File: config.mk
export PLATFORM = sky130hd
export DESIGN_NAME = rcv_line_rssi_snr_parser
export DESIGN_NICKNAME = d
export VERILOG_FILES = /design/src/rlp_pkg.sv /design/src/rlp_line_parser.sv /design/src/rcv_line_rssi_snr_parser.sv
export SDC_FILE = /design/constraint.sdc
export NUM_CORES = 1
export LEC_CHECK = 0
export BUFFER_PORTS_ARGS = -buffer_cell sky130_fd_sc_hd__buf_2
export CAP_MARGIN = 20
export CORE_MARGIN = 2
export CORE_UTILIZATION = 35
export DETAILED_ROUTE_END_ITERATION = 7
export GPL_TIMING_DRIVEN = 0
export PLACE_DENSITY = 0.59
export SETUP_SLACK_MARGIN = 0.4
export SYNTH_ARGS = -nofsm -noshare
export SYNTH_HDL_FRONTEND = slang
export SYNTH_SLANG_ARGS = --single-unit
export TNS_END_PERCENT = 20
File: constraint.sdc
create_clock -name aclk -period 4.5 [get_ports aclk]
set_input_delay 0.9 -clock aclk [delete_from_list [all_inputs] [get_ports aclk]]
set_output_delay 0.9 -clock aclk [all_outputs]
set_load 0.01 [all_outputs]
File: src/rlp_pkg.sv
// Shared types and constants for the receive-line RSSI/SNR parser.
// Used by rlp_line_parser and rcv_line_rssi_snr_parser; no dependencies.
package rlp_pkg;

    // Parser phase: five prefix characters, three skipped fields, then numbers
    typedef enum logic [3:0] {
        PH_PFX0      = 4'd0,
        PH_PFX1      = 4'd1,
        PH_PFX2      = 4'd2,
        PH_PFX3      = 4'd3,
        PH_PFX4      = 4'd4,
        PH_ADDR      = 4'd5,
        PH_LENF      = 4'd6,
        PH_DATA      = 4'd7,
        PH_RSSI_SIGN = 4'd8,
        PH_RSSI_DIG  = 4'd9,
        PH_SNR_SIGN  = 4'd10,
        PH_SNR_DIG   = 4'd11,
        PH_SNR_FRAC  = 4'd12,
        PH_DONE      = 4'd13,
        PH_FAIL      = 4'd14
    } rlp_phase_t;

    // Event codes reported on each line end or overrun
    typedef enum logic [1:0] {
        EV_PACKET    = 2'd0,
        EV_NO_PACKET = 2'd1,
        EV_OVERRUN   = 2'd2
    } rlp_kind_t;

    // One result request
    typedef struct packed {
        logic [31:0] packet_count;
        logic [15:0] snr_tenths;
        logic [15:0] rssi_dbm;
        rlp_kind_t   event_kind;
    } rlp_result_t;

    // Field limits
    localparam int ADDR_MAX        = 8;
    localparam int LEN_MAX         = 4;
    localparam int RSSI_DIGITS_MAX = 6;
    localparam int SNR_DIGITS_MAX  = 4;

    // Characters
    localparam logic [7:0] CH_NUL   = 8'h00;
    localparam logic [7:0] CH_LF    = 8'h0A;
    localparam logic [7:0] CH_CR    = 8'h0D;
    localparam logic [7:0] CH_PLUS  = 8'h2B;
    localparam logic [7:0] CH_COMMA = 8'h2C;
    localparam logic [7:0] CH_MINUS = 8'h2D;
    localparam logic [7:0] CH_DOT   = 8'h2E;
    localparam logic [7:0] CH_ZERO  = 8'h30;
    localparam logic [7:0] CH_NINE  = 8'h39;
    localparam logic [7:0] CH_EQ    = 8'h3D;
    localparam logic [7:0] CH_C     = 8'h43;
    localparam logic [7:0] CH_R     = 8'h52;
    localparam logic [7:0] CH_V     = 8'h56;

endpackage

File: src/rlp_line_parser.sv
// Per-byte parse state and the combinational step for one received byte.
// Depends on rlp_pkg; instantiated by rcv_line_rssi_snr_parser.
module rlp_line_parser #(
    parameter int LINE_BUFFER_BYTES = 256,
    parameter int DATA_FIELD_MAX    = 100
) (
    input  logic                aclk,
    input  logic                aresetn,
    input  logic                step,      // byte is consumed this cycle
    input  logic [7:0]          rx_byte,
    output logic                evt,       // this byte produces a result
    output rlp_pkg::rlp_result_t res
);
    import rlp_pkg::*;

    localparam int BUDGET_MAX = (DATA_FIELD_MAX > ADDR_MAX) ? DATA_FIELD_MAX : ADDR_MAX;
    localparam int BUDGET_W   = $clog2(BUDGET_MAX + 1);
    localparam int LEN_W      = $clog2(LINE_BUFFER_BYTES);
    localparam logic [LEN_W-1:0] LINE_LAST = LEN_W'(LINE_BUFFER_BYTES - 1);

    rlp_phase_t          phase_reg, phase_next;
    logic [LEN_W-1:0]    line_length_reg, line_length_next;
    logic [BUDGET_W-1:0] budget_reg, budget_next;
    logic [19:0]         rssi_accum_reg, rssi_accum_next;
    logic                rssi_sign_reg, rssi_sign_next;
    logic [13:0]         snr_whole_reg, snr_whole_next;
    logic [3:0]          snr_tenth_reg, snr_tenth_next;
    logic                snr_neg_reg, snr_neg_next;
    logic [31:0]         packets_reg, packets_next;

    logic                is_cr, is_lf, is_digit, line_full, line_ok, restart;
    logic [3:0]          digit;
    logic [BUDGET_W-1:0] field_cap, eff_budget;
    rlp_phase_t          skip_dest;
    logic [17:0]         snr_sum;
    logic [15:0]         rssi_out, snr_out;

    // Byte classification and result fields
    always_comb begin
        is_cr     = (rx_byte == CH_CR);
        is_lf     = (rx_byte == CH_LF);
        is_digit  = (rx_byte >= CH_ZERO) && (rx_byte <= CH_NINE);
        digit     = rx_byte[3:0];
        line_full = (line_length_reg == LINE_LAST);
        line_ok   = (phase_reg >= PH_SNR_SIGN) && (phase_reg <= PH_DONE);
        snr_sum   = ({4'd0, snr_whole_reg} << 3) + ({4'd0, snr_whole_reg} << 1)
                  + 18'(snr_tenth_reg);
        rssi_out  = rssi_sign_reg ? (16'd0 - rssi_accum_reg[15:0]) : rssi_accum_reg[15:0];
        snr_out   = snr_neg_reg ? (16'd0 - snr_sum[15:0]) : snr_sum[15:0];
        restart   = is_lf || (!is_cr && line_full);

        evt              = restart;
        res.event_kind   = EV_OVERRUN;
        res.rssi_dbm     = 16'd0;
        res.snr_tenths   = 16'd0;
        res.packet_count = packets_reg;
        if (is_lf) begin
            if (line_ok) begin
                res.event_kind   = EV_PACKET;
                res.rssi_dbm     = rssi_out;
                res.snr_tenths   = snr_out;
                res.packet_count = packets_reg + 32'd1;
            end else begin
                res.event_kind   = EV_NO_PACKET;
            end
        end
    end

    // Limit and successor for the three skipped fields
    always_comb begin
        case (phase_reg)
            PH_ADDR: begin
                field_cap = BUDGET_W'(ADDR_MAX);
                skip_dest = PH_LENF;
            end
            PH_LENF: begin
                field_cap = BUDGET_W'(LEN_MAX);
                skip_dest = PH_DATA;
            end
            default: begin
                field_cap = BUDGET_W'(DATA_FIELD_MAX);
                skip_dest = PH_RSSI_SIGN;
            end
        endcase
        // sign phases start a digit run with an empty budget
        eff_budget = (phase_reg == PH_RSSI_SIGN || phase_reg == PH_SNR_SIGN)
                   ? '0 : budget_reg;
    end

    // Next state
    always_comb begin
        phase_next       = phase_reg;
        line_length_next = line_length_reg;
        budget_next      = budget_reg;
        rssi_accum_next  = rssi_accum_reg;
        rssi_sign_next   = rssi_sign_reg;
        snr_whole_next   = snr_whole_reg;
        snr_tenth_next   = snr_tenth_reg;
        snr_neg_next     = snr_neg_reg;
        packets_next     = packets_reg;

        if (step && restart) begin
            phase_next       = PH_PFX0;
            line_length_next = '0;
            budget_next      = '0;
            rssi_accum_next  = '0;
            rssi_sign_next   = 1'b0;
            snr_whole_next   = '0;
            snr_tenth_next   = '0;
            snr_neg_next     = 1'b0;
            packets_next     = res.packet_count;
        end else if (step && !is_cr) begin
            line_length_next = line_length_reg + LEN_W'(1);
            case (phase_reg)
                PH_PFX0: phase_next = (rx_byte == CH_PLUS) ? PH_PFX1 : PH_FAIL;
                PH_PFX1: phase_next = (rx_byte == CH_R)    ? PH_PFX2 : PH_FAIL;
                PH_PFX2: phase_next = (rx_byte == CH_C)    ? PH_PFX3 : PH_FAIL;
                PH_PFX3: phase_next = (rx_byte == CH_V)    ? PH_PFX4 : PH_FAIL;
                PH_PFX4: phase_next = (rx_byte == CH_EQ)   ? PH_ADDR : PH_FAIL;
                PH_ADDR, PH_LENF, PH_DATA: begin
                    if (rx_byte == CH_COMMA) begin
                        phase_next  = skip_dest;
                        budget_next = '0;
                    end else if (rx_byte != CH_NUL && budget_reg < field_cap) begin
                        budget_next = budget_reg + BUDGET_W'(1);
                    end else begin
                        phase_next = PH_FAIL;
                    end
                end
                PH_RSSI_SIGN, PH_RSSI_DIG: begin
                    budget_next = eff_budget;
                    if (phase_reg == PH_RSSI_SIGN && rx_byte == CH_MINUS) begin
                        rssi_sign_next = 1'b1;
                        phase_next     = PH_RSSI_DIG;
                    end else if (is_digit && eff_budget < BUDGET_W'(RSSI_DIGITS_MAX)) begin
                        rssi_accum_next = (rssi_accum_reg << 3) + (rssi_accum_reg << 1)
                                        + 20'(digit);
                        budget_next     = eff_budget + BUDGET_W'(1);
                        phase_next      = PH_RSSI_DIG;
                    end else if (rx_byte == CH_COMMA) begin
                        phase_next  = PH_SNR_SIGN;
                        budget_next = '0;
                    end else begin
                        phase_next = PH_FAIL;
                    end
                end
                PH_SNR_SIGN, PH_SNR_DIG: begin
                    budget_next = eff_budget;
                    if (phase_reg == PH_SNR_SIGN && rx_byte == CH_MINUS) begin
                        snr_neg_next = 1'b1;
                        phase_next   = PH_SNR_DIG;
                    end else if (is_digit && eff_budget < BUDGET_W'(SNR_DIGITS_MAX)) begin
                        snr_whole_next = (snr_whole_reg << 3) + (snr_whole_reg << 1)
                                       + 14'(digit);
                        budget_next    = eff_budget + BUDGET_W'(1);
                        phase_next     = PH_SNR_DIG;
                    end else if (rx_byte == CH_DOT) begin
                        phase_next = PH_SNR_FRAC;
                    end else begin
                        phase_next = PH_DONE;
                    end
                end
                PH_SNR_FRAC: begin
                    if (is_digit) begin
                        snr_tenth_next = digit;
                    end
                    phase_next = PH_DONE;
                end
                default: phase_next = phase_reg;  // done and fail hold to line end
            endcase
        end
    end

    // State registers
    always_ff @(posedge aclk) begin
        if (!aresetn) begin
            phase_reg       <= PH_PFX0;
            line_length_reg <= '0;
            budget_reg      <= '0;
            rssi_accum_reg  <= '0;
            rssi_sign_reg   <= 1'b0;
            snr_whole_reg   <= '0;
            snr_tenth_reg   <= '0;
            snr_neg_reg     <= 1'b0;
            packets_reg     <= '0;
        end else begin
            phase_reg       <= phase_next;
            line_length_reg <= line_length_next;
            budget_reg      <= budget_next;
            rssi_accum_reg  <= rssi_accum_next;
            rssi_sign_reg   <= rssi_sign_next;
            snr_whole_reg   <= snr_whole_next;
            snr_tenth_reg   <= snr_tenth_next;
            snr_neg_reg     <= snr_neg_next;
            packets_reg     <= packets_next;
        end
    end

    // Checks
    a_len_bound: assert property (@(posedge aclk) disable iff (!aresetn)
        line_length_reg <= LINE_LAST)
        else $error("line length beyond buffer");
    a_count_step: assert property (@(posedge aclk) disable iff (!aresetn)
        step && evt && res.event_kind == EV_PACKET |=> packets_reg == $past(packets_reg) + 32'd1)
        else $error("packet count did not advance");
    a_hold_no_step: assert property (@(posedge aclk) disable iff (!aresetn)
        !step |=> phase_reg == $past(phase_reg) && packets_reg == $past(packets_reg))
        else $error("state moved without a byte");
    a_restart: assert property (@(posedge aclk) disable iff (!aresetn)
        step && evt |=> phase_reg == PH_PFX0 && line_length_reg == '0)
        else $error("line not restarted after event");

endmodule

File: src/rcv_line_rssi_snr_parser.sv
// Top level of the receive-line RSSI/SNR parser: input register, parser core
// and result register. Depends on rlp_pkg and rlp_line_parser.
//
// Usage:
//   s_ channel: one received byte per request, s_tdata[7:0].
//   m_ channel: one result request per line end or buffer overrun.
//   Carriage returns are dropped. Each newline gives a result of kind packet
//   (with RSSI, SNR times ten and the updated packet count) or kind no-packet;
//   a byte arriving when the line already holds LINE_BUFFER_BYTES-1 bytes is
//   dropped and gives kind overrun, and the line restarts empty.
// Path: a byte taken into the input register passes through the parser core;
//   any result it gives is loaded into the result register, which drives m_tvalid.
// Throughput: one byte per cycle unless stalled; each byte's update is one
//   pass through the parser core between the input and result registers.
// Reset: aresetn low clears the parse state, the packet count and both
//   valid flags.
// Stall: while m_tvalid is high and m_tready low, bytes that give no result
//   still flow; a byte that would give a result waits in the input register
//   and s_tready drops until the result register is freed.
module rcv_line_rssi_snr_parser #(
    parameter int LINE_BUFFER_BYTES = 256,
    parameter int DATA_FIELD_MAX    = 100
) (
    input  logic        aclk,
    input  logic        aresetn,
    input  logic        s_tvalid,
    output logic        s_tready,
    input  logic [7:0]  s_tdata,   // [7:0] rx_byte
    output logic        m_tvalid,
    input  logic        m_tready,
    output logic [71:0] m_tdata    // [1:0] event_kind, [17:2] rssi_dbm,
                                   // [33:18] snr_tenths, [65:34] packet_count
);
    import rlp_pkg::*;

    logic        in_valid_reg;
    logic [7:0]  byte_reg;
    logic        m_valid_reg;
    rlp_result_t res_reg;

    logic        evt, out_free, advance;
    rlp_result_t res;

    // Handshake
    assign out_free = !m_valid_reg || m_tready;
    assign advance  = in_valid_reg && (!evt || out_free);
    assign s_tready = !in_valid_reg || advance;

    // Input register
    always_ff @(posedge aclk) begin
        if (!aresetn) begin
            in_valid_reg <= 1'b0;
        end else if (s_tready) begin
            in_valid_reg <= s_tvalid;
        end
    end

    always_ff @(posedge aclk) begin
        if (s_tready && s_tvalid) begin
            byte_reg <= s_tdata;
        end
    end

    // Parser core
    rlp_line_parser #(
        .LINE_BUFFER_BYTES (LINE_BUFFER_BYTES),
        .DATA_FIELD_MAX    (DATA_FIELD_MAX)
    ) u_parser (
        .aclk    (aclk),
        .aresetn (aresetn),
        .step    (advance),
        .rx_byte (byte_reg),
        .evt     (evt),
        .res     (res)
    );

    // Result register
    always_ff @(posedge aclk) begin
        if (!aresetn) begin
            m_valid_reg <= 1'b0;
        end else if (advance && evt) begin
            m_valid_reg <= 1'b1;
        end else if (m_tready) begin
            m_valid_reg <= 1'b0;
        end
    end

    always_ff @(posedge aclk) begin
        if (advance && evt) begin
            res_reg <= res;
        end
    end

    assign m_tvalid = m_valid_reg;
    assign m_tdata  = {6'd0, res_reg.packet_count, res_reg.snr_tenths,
                       res_reg.rssi_dbm, res_reg.event_kind};

    // Checks
    a_load_valid: assert property (@(posedge aclk) disable iff (!aresetn)
        advance && evt |=> m_valid_reg)
        else $error("result not presented");
    a_no_overwrite: assert property (@(posedge aclk) disable iff (!aresetn)
        m_valid_reg && !m_tready |-> !(advance && evt))
        else $error("pending result overwritten");
    a_byte_held: assert property (@(posedge aclk) disable iff (!aresetn)
        in_valid_reg && !advance |=> in_valid_reg && byte_reg == $past(byte_reg))
        else $error("waiting byte lost");
    a_zero_fields: assert property (@(posedge aclk) disable iff (!aresetn)
        m_valid_reg && res_reg.event_kind != EV_PACKET
        |-> res_reg.rssi_dbm == 16'd0 && res_reg.snr_tenths == 16'd0)
        else $error("nonzero fields on non-packet event");

endmodule
; Word-level counts from Yosys, hierarchy flattened
; Index checks and enable logic that the tools add are counted.
[word_totals]
reg_bits = 163
latch_bits = 0
mem_bits_rw = 0
mem_bits_ro = 0
in_bits = 12
wordCells = 133
memories = 0
[op_classes]
n_addsub = 12
multipliers = 0
n_div = 0
magnitude_cmp = 7
eq_ne = 25
n_shift = 0
muxes = 32
n_bitwise = 3
reduce_logical = 38
[ops]
columns = operator, n
row1 = two-way mux 66 bit, 1
row2 = two-way mux 64 bit, 1
row3 = two-way mux 7 bit, 8
row4 = two-way mux 4 bit, 11
row5 = == test 8 x 6 -> 1 bit (second input constant), 5
row6 = case mux 4 bit (9 select lines), 1
row7 = adder 16 x 4 -> 16 bit, 2
row8 = adder 32 x 1 -> 32 bit (second input constant), 1
row9 = two-way mux 16 bit, 2
row10 = subtractor 1 x 16 -> 16 bit (first input constant), 2
row11 = == test 8 x 7 -> 1 bit (second input constant), 3
row12 = case mux 7 bit (3 select lines), 1
row13 = == test 4 bit (second input constant), 5
row14 = adder 16 x 15 -> 16 bit, 1
row15 = adder 16 bit, 1
row16 = == test 4 x 3 -> 1 bit (second input constant), 4
row17 = == test 8 x 4 -> 1 bit (second input constant), 2
row18 = AND reduction 3 bit, 5
row19 = adder 14 bit, 1
row20 = adder 14 x 4 -> 14 bit, 1
row21 = adder 7 x 1 -> 7 bit (second input constant), 2
row22 = less-than comparator 7 x 3 -> 1 bit (second input constant), 2
row23 = case mux 7 bit (2 select lines), 1
row24 = logical AND 1 bit, 12
row25 = other kinds (26), 42

; Depth between registers and ports, before layout
[logic_depth]
word_depth = 9
mapped_depth = 12
depth_no_buf = 12

; By module
; Synthesis repeated with hierarchy kept, for this count alone.
[unflattened]
hier_cells = 1106
area_unflattened_um2 = 9984.6
[modules_own_cells]
columns = mod, instances, cells_per_inst, area_per_inst_um2, seq_area_each_um2
row1 = rlp_line_parser, 1, 1013, 7596.0, 1741.7
row2 = rcv_line_rssi_snr_parser, 1, 93, 2388.5, 2262.2

; Worst setup path after synthesis
; OpenSTA, ideal clock, no wires.
[synth_path]
path_type = reg2reg
startpoint = reg byte_reg[4]
endpoint = reg u_parser.packets_reg[14]
setup_time_ns = 0.128
arrival_time_ns = 3.715
t_required_ns = 4.372
slack_ns = 0.658
path_stages_with_launch = 9
period_less_slack_ns = 3.842
path_cell_list = edfxtp_1 > or4_4 > nor2_1 > o31ai_1 > nand3_1 > clkinv_1 > and3_1 > xnor2_1 > nor2_1
[synth_between]
elab_chain_len = 8
elab_cells_between_ends = 10
classes_between = eq/ne: 2 / mux: 1 / reduce/logical: 7
[synth_lines]
columns = item, line
row1 = start: declaration, rcv_line_rssi_snr_parser.sv:37  ; logic [7:0] byte_reg;
row2 = start signal: assignment, rcv_line_rssi_snr_parser.sv:60  ; byte_reg <= s_tdata;
row3 = == test 8 x 4 -> 1 bit, rlp_line_parser.sv:40  ; is_cr = (rx_byte == CH_CR);
row4 = logical NOT 1 bit, rlp_line_parser.sv:50  ; restart = is_lf || (!is_cr && line_full);
row5 = logical AND 1 bit, rlp_line_parser.sv:50
row6 = logical OR 1 bit, rlp_line_parser.sv:50
row7 = logical NOT 1 bit, rcv_line_rssi_snr_parser.sv:46  ; assign advance = in_valid_reg && (!evt || out_free);
row8 = logical OR 1 bit, rcv_line_rssi_snr_parser.sv:46
row9 = logical AND 1 bit, rcv_line_rssi_snr_parser.sv:46
row10 = logical AND 1 bit, rlp_line_parser.sv:102  ; if (step && restart) begin
row11 = end signal: assignment, rlp_line_parser.sv:195  ; packets_reg <= packets_next;
row12 = end: declaration, rlp_line_parser.sv:29  ; logic [31:0] packets_reg, packets_next;
; Several ways; a longest one is shown, not always the timed one.
; A chain may end at the register's enable or synchronous reset.

; Worst setup path in the final report
[layout_path]
startpoint = reg u_parser.snr_whole_reg[0]
endpoint = reg res_reg (netlist bit m_tdata[33]), data pin
[layout_between]
elab_chain_len = 4
[layout_lines]
columns = item, line
row1 = start: declaration, rlp_line_parser.sv:26  ; logic [13:0] snr_whole_reg, snr_whole_next;
row2 = start signal: assignment, rlp_line_parser.sv:192  ; snr_whole_reg <= snr_whole_next;
row3 = adder 16 x 15 -> 16 bit (*), rlp_line_parser.sv:46  ; snr_sum = ({4'd0, snr_whole_reg} << 3) + ({4'd0, snr_whole_reg} << 1)
row4 = adder 16 x 4 -> 16 bit (*), rlp_line_parser.sv:47  ; + 18'(snr_tenth_reg);
row5 = subtractor 1 x 16 -> 16 bit, rlp_line_parser.sv:49  ; snr_out = snr_neg_reg ? (16'd0 - snr_sum[15:0]) : snr_sum[15:0];
row6 = two-way mux 16 bit (*), rlp_line_parser.sv:49
row7 = end signal: assignment, rcv_line_rssi_snr_parser.sv:90  ; res_reg <= res;
row8 = end: declaration, rcv_line_rssi_snr_parser.sv:39  ; rlp_result_t res_reg;
; Every way passes the cells marked *; elsewhere a longest branch is shown, timed or not.

==> results <==
- In this run the horizontal extent of the chip is 171 um.
- The count of vias placed by the detailed router is 8019.
- Summed over all failing endpoints, the final setup total negative slack is 0 ns.
- The library cells used most frequently in the layout, excluding fill and tap cells, are sky130_fd_sc_hd__nor2_1 (164), sky130_fd_sc_hd__nand2_1 (106), sky130_fd_sc_hd__dfxtp_1 (89), sky130_fd_sc_hd__buf_2 (84), sky130_fd_sc_hd__edfxtp_1 (74).
- Traced cell by cell, the critical path runs through inv_1, fa_1, fa_1, nor2b_1, or4b_2, or3_1, o31ai_2, a21oi_1, a31o_2.
- The part of the cycle the worst path needs is 85.4%.
- The Yosys step of the flow raised 0 warnings.
- In this run the register-to-register setup slack is 0.66 ns.
- The number of buffers added for setup after CTS is 0.
- Fill cells in the final layout number 2746.
- The tool flagged a number of max-cap violations equal to 0.
- Summing the sequential cell areas from Yosys gives 40.8% of the chip area.
- The number of vias per cell after detailed routing is 5.08.
- The final clock skew is 0.0119 ns.
- The reg-to-reg critical path endpoint is m_tdata[33]$_SDFFCE_PN0P_.
- For this block, the routed nets add up to 23100 um of wire.
- Routability-driven placement finished with a final weighted congestion of 0.967.
- The worst hold path belongs to the class flop to flop.
- The estimated wirelength of the detail-placed design is 17500 um.
- The number of enable-type register cells in the synthesized netlist is 74.
- The later pin in the worst-skew pair is clocked with a latency of 0.44 ns.
- The clock tree from TritonCTS is done.
- The global-route congestion overflow total is 0.
- The die is 171 um tall.
- The run finished with clean final reports.
- Relative to the synthesized area, the layout overhead comes to 15.8%.
- The first-pass detailed-route iteration total is 6.
- The number of antenna diodes in the final layout is 0.
- The largest total area in the synthesized netlist belongs to sky130_fd_sc_hd__edfxtp_1.
- Averaged over all synthesized cells, the footprint is 9.10 um^2.
- During I/O placement, the number of pins put on the boundary was 86.
- The number of routed nets with antenna violations is 0.
- The number of synthesized register bits is 163.
- The max-slew violation count is 0.
- During placement, the flow inserted port buffers numbering 79.
- The number of flip-flops under the largest register name is 66.
- The actual slew at the worst max-slew pin is 1.13 ns.
- Entering global routing, the biggest net connects 43 pins.
- The number of antenna violations at the first check in global routing is 0.
- The leakage dissipation is 4.66 nW.
- The top achievable clock speed is 260 MHz.
- The placed cell count is 1545.
- The worst hold path terminates at u_parser.line_length_reg[1]$_SDFFE_PP0P_.
- The proportion of netlist area held by the largest area contributor is 22.6%.
- The slowest cell on the critical path is sky130_fd_sc_hd__or4b_2.
- The power density over the cells is 281 nW/um^2.
- The longest clock path from root to sink contains 2 buffers.
- The number of failing hold endpoints at the final stage is 0.
- The endpoint class of the critical path is a flop.
- The startpoint identified for the worst register-to-register timing path is u_parser.snr_whole_reg[0]$_SDFFE_PP0P_.
- The library cell used most frequently in the layout, excluding fill and tap cells, is sky130_fd_sc_hd__nor2_1.
- The clock transition at the register clock pins on the worst setup and hold paths after CTS is 0.07 ns.
- The worst pin sits at a relative slew slack of 24.4%.
- In this run the standard cell core region covers 27700 um^2.
- The worst vdd rail ir drop is 0.198 mV.
- The most used flip-flop cell after synthesis is sky130_fd_sc_hd__dfxtp_1.
- In this run, post-CTS hold repair placed 0 buffers.
- The synthesized instance count is 1079.
- The worst setup path is of the flop to flop kind.
- The number of sinks driven by the clock tree is 163.
- Broken down by cell family, the worst path's largest delay share belongs to simple AND/OR/NAND/NOR gates.
- The type of origin of the critical path is a flop.
- The via count of the first global-routing pass came to 7469.
- The required time at the worst-slack endpoint is 4.69 ns.
- The setup violation total in the final timing report is 0.
- The worst endpoint data arrival time is 4.03 ns.
- Setup repair after global routing could not meet its margin everywhere.
- The launch instance of the worst min-delay path is u_parser.line_length_reg[1]$_SDFFE_PP0P_.
- The async set or reset register ratio after synthesis is 0%.
- Sorting the synthesized cells by area gives the leading types as sky130_fd_sc_hd__edfxtp_1 (23%), sky130_fd_sc_hd__dfxtp_1 (18%), sky130_fd_sc_hd__ha_1 (8.4%).
- The number of nets in the final layout is 1271.
- Cells with a size suffix above 1 make up 12.9% of the layout.
- The full die area is 29400 um^2.
- Subtracting the final worst setup slack from the clock period gives 3.84 ns.
- The number of distinct library cell variants in the gate-level netlist after synthesis is 74.
- The number of buffers and inverters on the critical path is 1.
- Leaving out filler cells and counting taps, the final layout contains 1578.
- The first global-routing pass estimated 37800 um of wire.
- Global routing used 16.1% of the available tracks.
- Measured in cells, the most critical reg-to-reg path has a length of 9.
- The post-synthesis instance area is 9820 um^2.
- On the worst path, the slowest cell contributes a delay of 0.62 ns.
- The H-tree was split into 4 levels.
- The top fanout value on the critical path is 4.
- The site row count is 61.
- The iteration-0 DRC count of the detailed router is 718.
- The cell at the root of the clock tree is sky130_fd_sc_hd__clkbuf_16.
- The routed length per placed instance is 14.7 um.
- The initial utilization of the core area, before any placement, comes to 35.4%.
- The cell that appears most often on the critical path is sky130_fd_sc_hd__fa_1.
- Along the worst hold path, the cell count comes to 2.
- The count of unresolved DRC violations after routing is 0.
- Clock tree synthesis inserted a total of 17 buffers.
-- worst max-delay path by stage --
stage                     depth (start not counted)                                   start                                endpoint  slack [ns]
after detailed placement                         12  u_parser.snr_whole_reg[0]$_SDFFE_PP0P_               m_tdata[33]$_SDFFCE_PN0P_        0.47
after floorplan                                   8                   byte_reg[4]$_DFFE_PP_   u_parser.packets_reg[14]$_SDFFE_PN0P_        0.66
final                                             9  u_parser.snr_whole_reg[0]$_SDFFE_PP0P_               m_tdata[33]$_SDFFCE_PN0P_        0.66
after global routing                             10                   byte_reg[2]$_DFFE_PP_  u_parser.snr_whole_reg[0]$_SDFFE_PP0P_        0.37
after global placement                            9                   byte_reg[0]$_DFFE_PP_   u_parser.packets_reg[14]$_SDFFE_PN0P_       -0.63
after CTS                                        12  u_parser.snr_whole_reg[0]$_SDFFE_PP0P_               m_tdata[33]$_SDFFCE_PN0P_        0.43
-- where the power goes --
part / leakage [nW] / internal (mW) / switching [mW]
registers: 1.48 / 1.55 / 0.0160
clock network: 0.295 / 0.757 / 0.721
logic: 2.88 / 0.0538 / 0.0998
total: 4.66 / 2.36 / 0.837
-- layer usage --
metal  track usage (%)  up-vias  part of all wire [%]
li1                  -     4045                     -
met5                 0        -                     0
met1              21.5     3744                    47
met4              4.46        0                   1.3
met2              26.8      209                    47
met3              2.90       21                   4.7
-- logic make-up (layout without fill, tap and decap cells) --
kind of cell	after synthesis	count (layout)	share of synthesized area, %
adders and majority gates	73	73	9.74
other	1	6	0.0382
DFF	163	163	40.8
xor gates and xnor gates	116	116	10.4
muxes	19	19	1.95
and+or+nand+nor	426	426	20.3
AOI/OAI and AO/OA	199	199	13.2
buffers and inverters	82	198	3.62
-- layout make-up --
| cell class | count | area, um^2 | share of cell area [%] |
|---|---|---|---|
| clock buffers | 17 | 425 | 3.74 |
| multi-input cells | 839 | 5490 | 48.3 |
| flip-flops and latches | 163 | 4000 | 35.2 |
| clock inverters | 15 | 183 | 1.61 |
| well taps | 378 | 473 | 4.16 |
| inverters | 31 | 118 | 1.03 |
| repair buffers | 84 | 438 | 3.85 |
| plain buffers | 51 | 239 | 2.10 |
-- worst min-delay path, cell delays in order (launching register included) --
cell	delay, ns
sky130_fd_sc_hd__dfxtp_1	0.32
sky130_fd_sc_hd__nand2_1	0.06
sky130_fd_sc_hd__a21oi_1	0.05
-- cell usage after synthesis (5+ instances only) --
cell type                  number
sky130_fd_sc_hd__a211oi_1      10
sky130_fd_sc_hd__a21o_1        16
sky130_fd_sc_hd__a21oi_1       57
sky130_fd_sc_hd__a31oi_1       13
sky130_fd_sc_hd__and2_1        10
sky130_fd_sc_hd__and3_1         7
sky130_fd_sc_hd__buf_4          6
sky130_fd_sc_hd__clkbuf_1      36
sky130_fd_sc_hd__dfxtp_1       89
sky130_fd_sc_hd__edfxtp_1      74
sky130_fd_sc_hd__fa_1           6
sky130_fd_sc_hd__ha_1          66
sky130_fd_sc_hd__inv_1         29
sky130_fd_sc_hd__mux2i_1       18
sky130_fd_sc_hd__nand2_1      106
sky130_fd_sc_hd__nand2b_1       9
sky130_fd_sc_hd__nand3_1       25
sky130_fd_sc_hd__nand4_1       14
sky130_fd_sc_hd__nor2_1       164
sky130_fd_sc_hd__nor2b_1        8
sky130_fd_sc_hd__nor3_1        22
sky130_fd_sc_hd__nor4_1         6
sky130_fd_sc_hd__o211ai_1       5
sky130_fd_sc_hd__o21ai_0       37
sky130_fd_sc_hd__o21bai_1       7
sky130_fd_sc_hd__o31ai_1       13
sky130_fd_sc_hd__or2_2         10
sky130_fd_sc_hd__or3_1         22
sky130_fd_sc_hd__xnor2_1       69
sky130_fd_sc_hd__xor2_1        47
-- per-stage QoR --
stage	setup WS [ns]	area (um^2)	utilization, %	hold WS (ns)	total power [mW]
floorplan	0.658	9830	-	0.451	1.70
global placement	-0.633	10700	38.6	0.462	1.75
detailed placement	0.470	10700	38.8	0.469	1.75
CTS	0.432	11300	41.0	0.479	3.22
global route	0.370	11400	41.0	0.491	3.31
finish	0.658	11400	41.0	0.480	3.19
-- repair_timing --
action                                 CTS  global route
endpoints found under the hold margin    0             0
setup endpoints to repair                0            16
gates resized for setup                  0             3
Note: power is estimated with default switching activity, not from simulation.
